[src/rtl/obb_pkg.sv]
package obb_pkg;

	// Operation codes carried in the func field
	typedef enum logic [1:0] {
		FUNC_OFFER_SNAPSHOT = 2'd0,
		FUNC_QUEUE_EVENT    = 2'd1,
		FUNC_DRAINED        = 2'd2,
		FUNC_CLEAR_ALL      = 2'd3
	} func_t;

	// Verdict codes reported with every result
	typedef enum logic [1:0] {
		VERDICT_NONE       = 2'd0,
		VERDICT_DROP       = 2'd1,
		VERDICT_DISCONNECT = 2'd2
	} verdict_t;

	// Configuration register indexes
	localparam logic [1:0] REG_FRAME_SIZE_LIMIT  = 2'd0;
	localparam logic [1:0] REG_BACKLOG_LIMIT     = 2'd1;
	localparam logic [1:0] REG_DROP_STREAK_LIMIT = 2'd2;
	localparam logic [1:0] REG_DOWNSHIFT_LEVEL   = 2'd3;

	// Configuration reset values
	localparam logic [31:0] RST_FRAME_SIZE_LIMIT  = 32'h0001_0000;
	localparam logic [31:0] RST_BACKLOG_LIMIT     = 32'h0004_0000;
	localparam logic [15:0] RST_DROP_STREAK_LIMIT = 16'd8;
	localparam logic [31:0] RST_DOWNSHIFT_LEVEL   = 32'h0002_0000;

	typedef struct packed {
		logic [31:0] frame_size_limit;
		logic [31:0] backlog_limit;
		logic [15:0] drop_streak_limit;
		logic [31:0] downshift_level;
	} obb_cfg_t;

	typedef struct packed {
		logic [31:0] queued;
		logic [31:0] snap_bytes;
		logic [31:0] snap_frames;
		logic [31:0] streak;
		logic [31:0] dropped;
		logic [47:0] accepted_sum;
		logic [31:0] accepted_frames;
		logic [31:0] largest;
		logic [31:0] events;
	} obb_state_t;

	// Clamp a grown 34-bit sum to the 32-bit maximum
	function automatic logic [31:0] sat32(input logic [33:0] v);
		return (|v[33:32]) ? 32'hFFFF_FFFF : v[31:0];
	endfunction

	// Saturating increment of a 32-bit counter
	function automatic logic [31:0] sat_inc32(input logic [31:0] v);
		return (&v) ? v : v + 32'd1;
	endfunction

endpackage

[src/rtl/obb_step.sv]
module obb_step (
	input  obb_pkg::obb_state_t cur,
	input  obb_pkg::obb_cfg_t   cfg,
	input  obb_pkg::func_t      func,
	input  logic [31:0]         byte_count,
	output obb_pkg::obb_state_t nxt,
	output obb_pkg::verdict_t   verdict,
	output logic                over_half
);

	logic [32:0] fit_sum0;
	logic        oversize;
	logic        flush;
	logic [31:0] queued_fl;
	logic [31:0] stale;
	logic [32:0] fit_sum1;
	logic        nofit;
	logic [33:0] streak_raw;
	logic [31:0] streak_mid;
	logic        disc;
	logic        extra;
	logic [31:0] streak_fin;
	logic [33:0] drops_raw;
	logic [31:0] snap_base;
	logic [31:0] frames_base;
	logic [48:0] sum_raw;
	logic [31:0] taken;
	logic [31:0] from_snap;
	logic [31:0] snap_left;

	// Snapshot offer: flush decision, fit check and streak bookkeeping
	assign fit_sum0  = {1'b0, cur.queued} + {1'b0, byte_count};
	assign oversize  = byte_count > cfg.frame_size_limit;
	assign flush     = fit_sum0 > {1'b0, cfg.backlog_limit};
	assign queued_fl = flush ? cur.queued - cur.snap_bytes : cur.queued;
	assign stale     = flush ? cur.snap_frames : 32'd0;
	assign fit_sum1  = {1'b0, queued_fl} + {1'b0, byte_count};
	assign nofit     = fit_sum1 > {1'b0, cfg.backlog_limit};

	// Saturating adds compose, so stale and no-fit drops go in one sum
	assign streak_raw = {2'b00, cur.streak} + {2'b00, stale} + {33'd0, nofit};
	assign streak_mid = obb_pkg::sat32(streak_raw);
	assign disc       = streak_mid >= {16'd0, cfg.drop_streak_limit};
	assign extra      = disc & ~nofit;
	assign streak_fin = extra ? obb_pkg::sat_inc32(streak_mid) : streak_mid;
	assign drops_raw  = {2'b00, cur.dropped} + {2'b00, stale}
		+ {33'd0, nofit} + {33'd0, extra};

	assign snap_base   = flush ? 32'd0 : cur.snap_bytes;
	assign frames_base = flush ? 32'd0 : cur.snap_frames;
	assign sum_raw     = {1'b0, cur.accepted_sum} + {17'd0, byte_count};

	// Drain: take from the backlog, snapshots first
	assign taken     = (byte_count < cur.queued) ? byte_count : cur.queued;
	assign from_snap = (taken < cur.snap_bytes) ? taken : cur.snap_bytes;
	assign snap_left = cur.snap_bytes - from_snap;

	// Next state and verdict
	always_comb begin
		nxt     = cur;
		verdict = obb_pkg::VERDICT_NONE;
		unique case (func)
			obb_pkg::FUNC_OFFER_SNAPSHOT: begin
				if (oversize) begin
					nxt.dropped = obb_pkg::sat_inc32(cur.dropped);
					nxt.streak  = obb_pkg::sat_inc32(cur.streak);
					verdict     = obb_pkg::VERDICT_DROP;
				end else begin
					nxt.queued      = queued_fl;
					nxt.snap_bytes  = snap_base;
					nxt.snap_frames = frames_base;
					nxt.streak      = streak_fin;
					nxt.dropped     = obb_pkg::sat32(drops_raw);
					if (disc) begin
						verdict = obb_pkg::VERDICT_DISCONNECT;
					end else if (nofit) begin
						verdict = obb_pkg::VERDICT_DROP;
					end else begin
						nxt.queued          = fit_sum1[31:0];
						nxt.snap_bytes      = snap_base + byte_count;
						nxt.snap_frames     = obb_pkg::sat_inc32(frames_base);
						nxt.accepted_sum    = sum_raw[48] ? 48'hFFFF_FFFF_FFFF
							: sum_raw[47:0];
						nxt.accepted_frames = obb_pkg::sat_inc32(cur.accepted_frames);
						if (byte_count > cur.largest) begin
							nxt.largest = byte_count;
						end
					end
				end
			end
			obb_pkg::FUNC_QUEUE_EVENT: begin
				nxt.queued = fit_sum0[32] ? 32'hFFFF_FFFF : fit_sum0[31:0];
				nxt.events = obb_pkg::sat_inc32(cur.events);
			end
			obb_pkg::FUNC_DRAINED: begin
				nxt.queued     = cur.queued - taken;
				nxt.snap_bytes = snap_left;
				if (snap_left == 32'd0) begin
					nxt.snap_frames = 32'd0;
				end else if (from_snap != 32'd0 && cur.snap_frames != 32'd0) begin
					nxt.snap_frames = cur.snap_frames - 32'd1;
				end
				nxt.streak = 32'd0;
			end
			obb_pkg::FUNC_CLEAR_ALL: begin
				nxt = '0;
			end
		endcase
	end

	assign over_half = nxt.queued > cfg.downshift_level;

endmodule

[src/rtl/outbound_backlog_budget.sv]
// A transaction passes from the input register to the result register once the result
// slot is empty or being taken, and its result then waits there until it is taken.
// Throughput: one transaction per cycle; the input register and the result
// register advance together whenever the result slot is empty or being taken.
// Reset (arst_n low, asynchronous): all counters and backlog state clear to zero,
// configuration registers return to their documented defaults, both stages empty.
module outbound_backlog_budget (
	input  logic        clk,
	input  logic        arst_n,
	input  logic        cfg_we,
	input  logic [1:0]  cfg_index,
	input  logic [31:0] cfg_data,
	input  logic        in_valid,
	output logic        in_ready,
	input  logic [1:0]  func,
	input  logic [31:0] byte_count,
	output logic        out_valid,
	input  logic        out_ready,
	output logic [1:0]  verdict,
	output logic [31:0] queued_total,
	output logic        over_half,
	output logic [31:0] drop_total,
	output logic [31:0] drop_streak,
	output logic [47:0] accepted_bytes_sum,
	output logic [31:0] accepted_count,
	output logic [31:0] largest_frame,
	output logic [31:0] event_total
);

	obb_pkg::obb_cfg_t   cfg_q;
	obb_pkg::obb_state_t state_q;
	obb_pkg::obb_state_t state_nxt;
	obb_pkg::verdict_t   verdict_nxt;
	obb_pkg::verdict_t   verdict_s2;
	logic                over_half_nxt;
	logic                over_half_s2;
	logic                valid_s1;
	logic [1:0]          func_s1;
	logic [31:0]         byte_count_s1;
	logic                valid_s2;
	logic                s1_move;

	// Configuration registers
	always_ff @(posedge clk or negedge arst_n) begin
		if (!arst_n) begin
			cfg_q.frame_size_limit  <= obb_pkg::RST_FRAME_SIZE_LIMIT;
			cfg_q.backlog_limit     <= obb_pkg::RST_BACKLOG_LIMIT;
			cfg_q.drop_streak_limit <= obb_pkg::RST_DROP_STREAK_LIMIT;
			cfg_q.downshift_level   <= obb_pkg::RST_DOWNSHIFT_LEVEL;
		end else if (cfg_we) begin
			unique case (cfg_index)
				obb_pkg::REG_FRAME_SIZE_LIMIT:  cfg_q.frame_size_limit  <= cfg_data;
				obb_pkg::REG_BACKLOG_LIMIT:     cfg_q.backlog_limit     <= cfg_data;
				obb_pkg::REG_DROP_STREAK_LIMIT: cfg_q.drop_streak_limit <= cfg_data[15:0];
				obb_pkg::REG_DOWNSHIFT_LEVEL:   cfg_q.downshift_level   <= cfg_data;
			endcase
		end
	end

	// Advance the input stage when the result slot is free or being taken
	assign s1_move  = valid_s1 & (~valid_s2 | out_ready);
	assign in_ready = ~valid_s1 | s1_move;

	// Input register
	always_ff @(posedge clk or negedge arst_n) begin
		if (!arst_n) begin
			valid_s1 <= 1'b0;
		end else if (in_ready) begin
			valid_s1 <= in_valid;
		end
	end

	always_ff @(posedge clk) begin
		if (in_valid && in_ready) begin
			func_s1       <= func;
			byte_count_s1 <= byte_count;
		end
	end

	obb_step u_step (
		.cur        (state_q),
		.cfg        (cfg_q),
		.func       (obb_pkg::func_t'(func_s1)),
		.byte_count (byte_count_s1),
		.nxt        (state_nxt),
		.verdict    (verdict_nxt),
		.over_half  (over_half_nxt)
	);

	// Accounting state, updated as each transaction lands in the result slot
	always_ff @(posedge clk or negedge arst_n) begin
		if (!arst_n) begin
			state_q <= '0;
		end else if (s1_move) begin
			state_q <= state_nxt;
		end
	end

	// Result register
	always_ff @(posedge clk or negedge arst_n) begin
		if (!arst_n) begin
			valid_s2 <= 1'b0;
		end else if (s1_move) begin
			valid_s2 <= 1'b1;
		end else if (out_ready) begin
			valid_s2 <= 1'b0;
		end
	end

	always_ff @(posedge clk) begin
		if (s1_move) begin
			verdict_s2   <= verdict_nxt;
			over_half_s2 <= over_half_nxt;
		end
	end

	// State holds while the result waits, so counters drive the ports directly
	assign out_valid          = valid_s2;
	assign verdict            = verdict_s2;
	assign over_half          = over_half_s2;
	assign queued_total       = state_q.queued;
	assign drop_total         = state_q.dropped;
	assign drop_streak        = state_q.streak;
	assign accepted_bytes_sum = state_q.accepted_sum;
	assign accepted_count     = state_q.accepted_frames;
	assign largest_frame      = state_q.largest;
	assign event_total        = state_q.events;

	// Snapshot bytes are always part of the queued total
	a_snap_within_queue: assert property (@(posedge clk) disable iff (!arst_n)
		state_q.snap_bytes <= state_q.queued)
		else $error("snapshot bytes exceed queued total");

	// A disconnect verdict comes only with a streak at or above the limit
	a_disconnect_streak: assert property (@(posedge clk) disable iff (!arst_n)
		(valid_s2 && verdict_s2 == obb_pkg::VERDICT_DISCONNECT)
		|-> (state_q.streak >= {16'd0, cfg_q.drop_streak_limit}))
		else $error("disconnect verdict below streak limit");

	// A transaction enters an occupied input stage only as the stage empties
	a_no_overwrite: assert property (@(posedge clk) disable iff (!arst_n)
		(in_valid && in_ready && valid_s1) |-> s1_move)
		else $error("input stage overwritten");

endmodule

[config.mk]
export PLATFORM = sky130hd
export DESIGN_NAME = outbound_backlog_budget
export DESIGN_NICKNAME = d
export VERILOG_FILES = /design/src/rtl/obb_pkg.sv /design/src/rtl/obb_step.sv /design/src/rtl/outbound_backlog_budget.sv
export SDC_FILE = /design/constraint.sdc
export NUM_CORES = 2
export LEC_CHECK = 0
export BUFFER_PORTS_ARGS = -buffer_cell sky130_fd_sc_hd__buf_2
export CAP_MARGIN = 5
export CORE_ASPECT_RATIO = 1.5
export CORE_MARGIN = 5
export CORE_UTILIZATION = 60
export CTS_CLUSTER_SIZE = 10
export DETAILED_ROUTE_END_ITERATION = 10
export PLACE_DENSITY = 0.89
export SLEW_MARGIN = 20
export SYNTH_ARGS = -nofsm -noshare
export SYNTH_HDL_FRONTEND = slang
export SYNTH_HIERARCHICAL = 1
export SYNTH_SLANG_ARGS = --single-unit
[constraint.sdc]
create_clock -name clk -period 31.4 [get_ports clk]
set_input_delay 6.28 -clock clk [delete_from_list [all_inputs] [get_ports clk]]
set_output_delay 6.28 -clock clk [all_outputs]
set_load 0.005 [all_outputs]
# Word-level counts from Yosys, hierarchy flattened
# Cells that the tools add are included.
# W data, S select, Z words.
[word_totals]
register_bits = 455
input_bits = 73
out_inout_bits = 245
word_cells = 138
[classes]
addsub = 19
magnitude_cmp = 8
eq_ne = 15
mux = 36
bitwise_logic = 8
reduce_logical = 32
[op_table]
columns = ["operator", "n"]
rows = [
  ["$mux W32", 19],
  ["$mux W112", 3],
  ["$mux W96", 3],
  ["$pmux W144 S2", 1],
  ["$pmux W96 S3", 1],
  ["$add A32 B1 Y32 const B", 6],
  ["$reduce_and A32 Y1", 6],
  ["$add A32 B32 Y33", 4],
  ["$pmux W32 S4", 1],
  ["$add A34 B1 Y34", 3],
  ["$gt A32 B32 Y1", 3],
  ["$sub A32 B32 Y32", 3],
  ["$gt A33 B32 Y1", 2],
  ["$lt A32 B32 Y1", 2],
  ["$mux W64", 1],
  ["$pmux W32 S2", 1],
  ["$reduce_bool A32 Y1", 2],
  ["$add A48 B32 Y49", 1],
  ["$mux W48", 1],
  ["$add A32 B32 Y32", 1],
  ["$ge A32 B16 Y1", 1],
  ["$logic_not A32 Y1", 1],
  ["$sub A32 B1 Y32 const B", 1],
  ["$reduce_and A3 Y1", 4],
  ["20 further kinds", 47],
]

# Depth between registers and ports, before layout
[logic_depth]
ltp_word = 15
ltp_mapped = 86
ltp_nobuf = 81

# Modules after synthesis
# Netlist, hierarchy kept.
[modules_own_cells]
columns = ["mod", "n_inst", "cells_per_inst", "area_per_inst_um2", "seq_area_each_um2"]
rows = [
  ["obb_step", 1, 5055, 33090.5, 0.0],
  ["outbound_backlog_budget", 1, 1165, 19655.1, 11576.1],
]

# Worst setup path before layout
# Ideal clock, no wire load.
[synth_timing]
path_kind = "flip-flop to flip-flop"
startpoint = "register byte_count_s1[0]"
endpoint = "register state_q, in the netlist drop_total[21]"
setup_time_ps = 125
arrival_time_ps = 17449
required_ps = 31275
setup_slack_ps = 13826
path_stages_with_launch = 82
n_path_buf = 5
synth_period_minus_slack_ps = 17574
cell_sequence = "edfxtp_1 ha_1 fa_1 nand2b_1 a21oi_1 o21ai_0 nand3b_1 or3_1 a21oi_1 o21bai_1 a21oi_1 o221ai_1 xnor2_1 ha_1 and3_1 nand4_1 nor3_1 o21a_1 [... 46 more ...] fa_1 ha_1 inv_1 fa_1 nor2b_1 o21a_1 o21ai_0 a21oi_1 o21ai_0 a211oi_1 o311a_1 a211o_1 a31oi_1 o21a_1 clkbuf_1 o21ai_0 a22o_1 mux2_4"
[synth_rtl]
columns = ["item", "line", "rtl"]
rows = [
  ["start, declared", "outbound_backlog_budget.sv:39", "logic [31:0] byte_count_s1;"],
  ["start signal, assigned", "outbound_backlog_budget.sv:76", "byte_count_s1 <= byte_count;"],
  ["end signal, assigned", "outbound_backlog_budget.sv:95", "state_q <= state_nxt;"],
  ["end, declared", "outbound_backlog_budget.sv:31", "obb_pkg::obb_state_t state_q;"],
]

==> results_dict.tcl <==
set metrics [dict create \
    finalHoldViolCount 0 \
    placement.io_buffers 317 \
    cts_tree "yes" \
    critPathMaxStageDelay_ps 790 \
    holdCritPathClass "flop to flop" \
    globalRouteMet1Util_pct 41.7 \
    timing.critical_path.from_type "flop" \
    clk_root_buffer_cell "sky130_fd_sc_hd__clkbuf_16" \
    share_of_the_clock_period_used_by_the_worst_path_pct 67.2 \
    cts.sink_count 455 \
    grt_start_max_net_pins 159 \
    grt_use_total_pct 38.8 \
    period_minus_slack_ps 21100 \
    num_vias 50295 \
    post_drt_via_cell_ratio 6.83 \
    final_util_pct 62.8 \
    first_pass_grt_wire_length_um 288000 \
    netlist-cell-type-count 108 \
    placement_rows 133 \
    cts_hold_repair.buffers 0 \
    route.detailed.wl_per_inst_um 26.2 \
    fin_hold_ws_ps 502 \
    synth_flop_cell "sky130_fd_sc_hd__dfrtp_1" \
    htreeDepth 2 \
    ys_ff_latch 455 \
    cts-buffers-inserted 54 \
    cpMostUsedCell "sky130_fd_sc_hd__a21oi_1" \
    max_freq_mhz 47.4 \
    detail_route.first_pass.iterations 8 \
    cpMaxStageDelayCell "sky130_fd_sc_hd__and2_1" \
    layout.nets 6835 \
    design.core.area_um2 87500 \
    antenna_found_initial 5 \
    drt_iter0_markers 4929 \
    yosys_warnings 6 \
    total_neg_setup_slack_ps 0 \
    grt_setup_unrepaired "no" \
    worst_tran_pin_value_ps 1350 \
    critical-path-top-delay-family "compound AO/OA/AOI/OAI gates" \
    pin_count 318 \
    start_util_pct 60.3 \
    cts_resized 0 \
    worst-path-buf-inv 6 \
    die_height_um 373 \
    worst_setup_hold_path_clk_slew_ps 60 \
    report.final.slew_viol_count 0 \
    crit_arrival_ps 21670 \
    most_frequent_standard_cell_in_the_layout_excluding_fill_and_tap_cells "sky130_fd_sc_hd__ha_1" \
    drc 0 \
    synth_area_um2 52700 \
    syn_nets 6869 \
    gr-usage-met3_pct 8.26 \
    synthToLayoutAreaGrowth_pct 4.28 \
    drive_gt1_share_pct 16.4 \
    antenna_left 0 \
    count_of_buffers_added_by_post_cts_timing_repair_for_setup 0 \
    setup_viol 0 \
    cts_max_path_buffers 3 \
    global_placer_s_final_weighted_congestion 1.07 \
    die_width_um 252 \
    highest_count_cells_in_the_layout_ignoring_fill_and_taps "sky130_fd_sc_hd__ha_1 (563), sky130_fd_sc_hd__a21oi_1 (490), sky130_fd_sc_hd__nor2_1 (443), sky130_fd_sc_hd__dfrtp_1 (414), sky130_fd_sc_hd__nand2_1 (408)" \
    cp-end-kind "flop" \
    async_reset_ff_share_pct 91.9 \
    wl_um 193000 \
    cap_violations 0 \
    seq_area_frac_synth_pct 21.9 \
    postSynthCellCount 6220 \
    design.die.area_um2 94100 \
    worst-endpoint-required_ps 31970 \
    synth_enable_flop_cells 37 \
    clock_skew_ps 48.4 \
    status "completed" \
    grt-busiest-layer "met2" \
    groute.layer.met2.usage_pct 63.2 \
    clk-insertion-delay-late_ps 690 \
    path_max_fanout 66 \
    maxSlewHeadroom_pct 9.31 \
    timing_worst_setup_path_type "flop to flop" \
    hpwl_um 144000 \
    post_syn_area_per_cell_um2 8.48 \
    globalRouteOverflowTotal 0 \
    grt_pass1_vias 48949 \
]
==> synthesized netlist by cell type, types with 37 or more instances <==
master                     number  share of area (%)
sky130_fd_sc_hd__a211oi_1      61               0.87
sky130_fd_sc_hd__a21o_1       167                2.4
sky130_fd_sc_hd__a21oi_1      491                4.7
sky130_fd_sc_hd__a31oi_1       62               0.74
sky130_fd_sc_hd__and2_1        53               0.63
sky130_fd_sc_hd__and3_1       110                1.3
sky130_fd_sc_hd__buf_4        244                3.5
sky130_fd_sc_hd__clkbuf_1     181                1.3
sky130_fd_sc_hd__dfrtp_1      414                 20
sky130_fd_sc_hd__edfxtp_1      37                2.1
sky130_fd_sc_hd__ha_1         565                 13
sky130_fd_sc_hd__inv_1        368                2.6
sky130_fd_sc_hd__mux2_2       209                4.5
sky130_fd_sc_hd__mux2_4       249                7.1
sky130_fd_sc_hd__mux2i_1       62                1.2
sky130_fd_sc_hd__nand2_1      409                2.9
sky130_fd_sc_hd__nand2b_1      62               0.74
sky130_fd_sc_hd__nand3_1      176                1.7
sky130_fd_sc_hd__nand4_1      114                1.4
sky130_fd_sc_hd__nor2_1       445                3.2
sky130_fd_sc_hd__nor2b_1       66               0.78
sky130_fd_sc_hd__nor3_1       117                1.1
sky130_fd_sc_hd__nor4_1        61               0.72
sky130_fd_sc_hd__o211ai_1      43               0.61
sky130_fd_sc_hd__o21a_1        79                1.1
sky130_fd_sc_hd__o21ai_0      396                3.8
sky130_fd_sc_hd__o21bai_1      44               0.63
sky130_fd_sc_hd__o221ai_1      40               0.66
sky130_fd_sc_hd__or3_1         42               0.50
sky130_fd_sc_hd__xnor2_1      170                2.8
sky130_fd_sc_hd__xor2_1       101                1.7
==> kinds of logic (layout without fill, tap and decap cells) <==
kind of cell | after synthesis | in the layout | synth area share [%]
and+or+nand+nor | 1783 | 1783 | 16.9
adders and majority gates | 576 | 576 | 13.8
muxes | 520 | 520 | 12.7
other | 0 | 2 | 0
xor gates and xnor gates | 271 | 271 | 4.50
AOI/OAI and AO/OA | 1749 | 1749 | 21.4
buffers and inverters | 866 | 865 | 8.74
DFF | 455 | 455 | 21.9
==> sequential cells by signal, summed over array words and instances (netlist names), 2 cells and up <==
| name | flops |
|---|---|
| queued_total | 32 |
| byte_count_s1 | 32 |
| func_s1 | 2 |
| cfg_q | 112 |
| accepted_bytes_sum | 48 |
| event_total | 32 |
| drop_streak | 32 |
| largest_frame | 32 |
| drop_total | 32 |
| accepted_count | 32 |
| state_q | 64 |
| verdict | 2 |
==> metal layers <==
layer,vias to the layer above,share of wire [%]
met1,23772,34
li1,22553,-
met2,2888,45
met3,1078,8.7
met4,4,12
met5,-,0.019
==> cell type report <==
type	count	area, um^2
Antenna cell	2	5.00
Clock buffer	81	1500
Clock inverter	8	129
Fill cell	7466	32500
Inverter	369	1390
Multi-Input combinational cell	4899	36700
Sequential cell	455	11600
Tap cell	1147	1440
Timing Repair Buffer	407	2300
==> path summary, 6_finish.rpt <==
| kind | end | start | slack, ps | cells past startpoint |
|---|---|---|---|---|
| worst min-delay path | cfg_q[52] | cfg_q[52] | 500 | 1 |
| worst max-delay path | drop_total[0] | byte_count_s1[0] | 10310 | 83 |
| worst max register to register | drop_total[0] | byte_count_s1[0] | 10310 | 83 |
| min in group asynchronous | cfg_q[11] | arst_n | 5590 | 1 |
| max in group asynchronous | event_total[16] | arst_n | 23670 | 3 |
| worst min register to register | cfg_q[52] | cfg_q[52] | 500 | 1 |
==> metrics by stage <==
step / setup WS (ps) / std cells / area (um^2)
floorplan: 13830 / 6220 / 52700
global placement: 11410 / 7275 / 53300
detailed placement: 10910 / 7275 / 53300
CTS: 10840 / 7364 / 55000
global route: 9200 / 7366 / 55000
finish: 10310 / 7368 / 55000
Power is left out: the tool's default activity adds up to more than one toggle a clock period on the data nets, which glitch-free logic cannot reach.
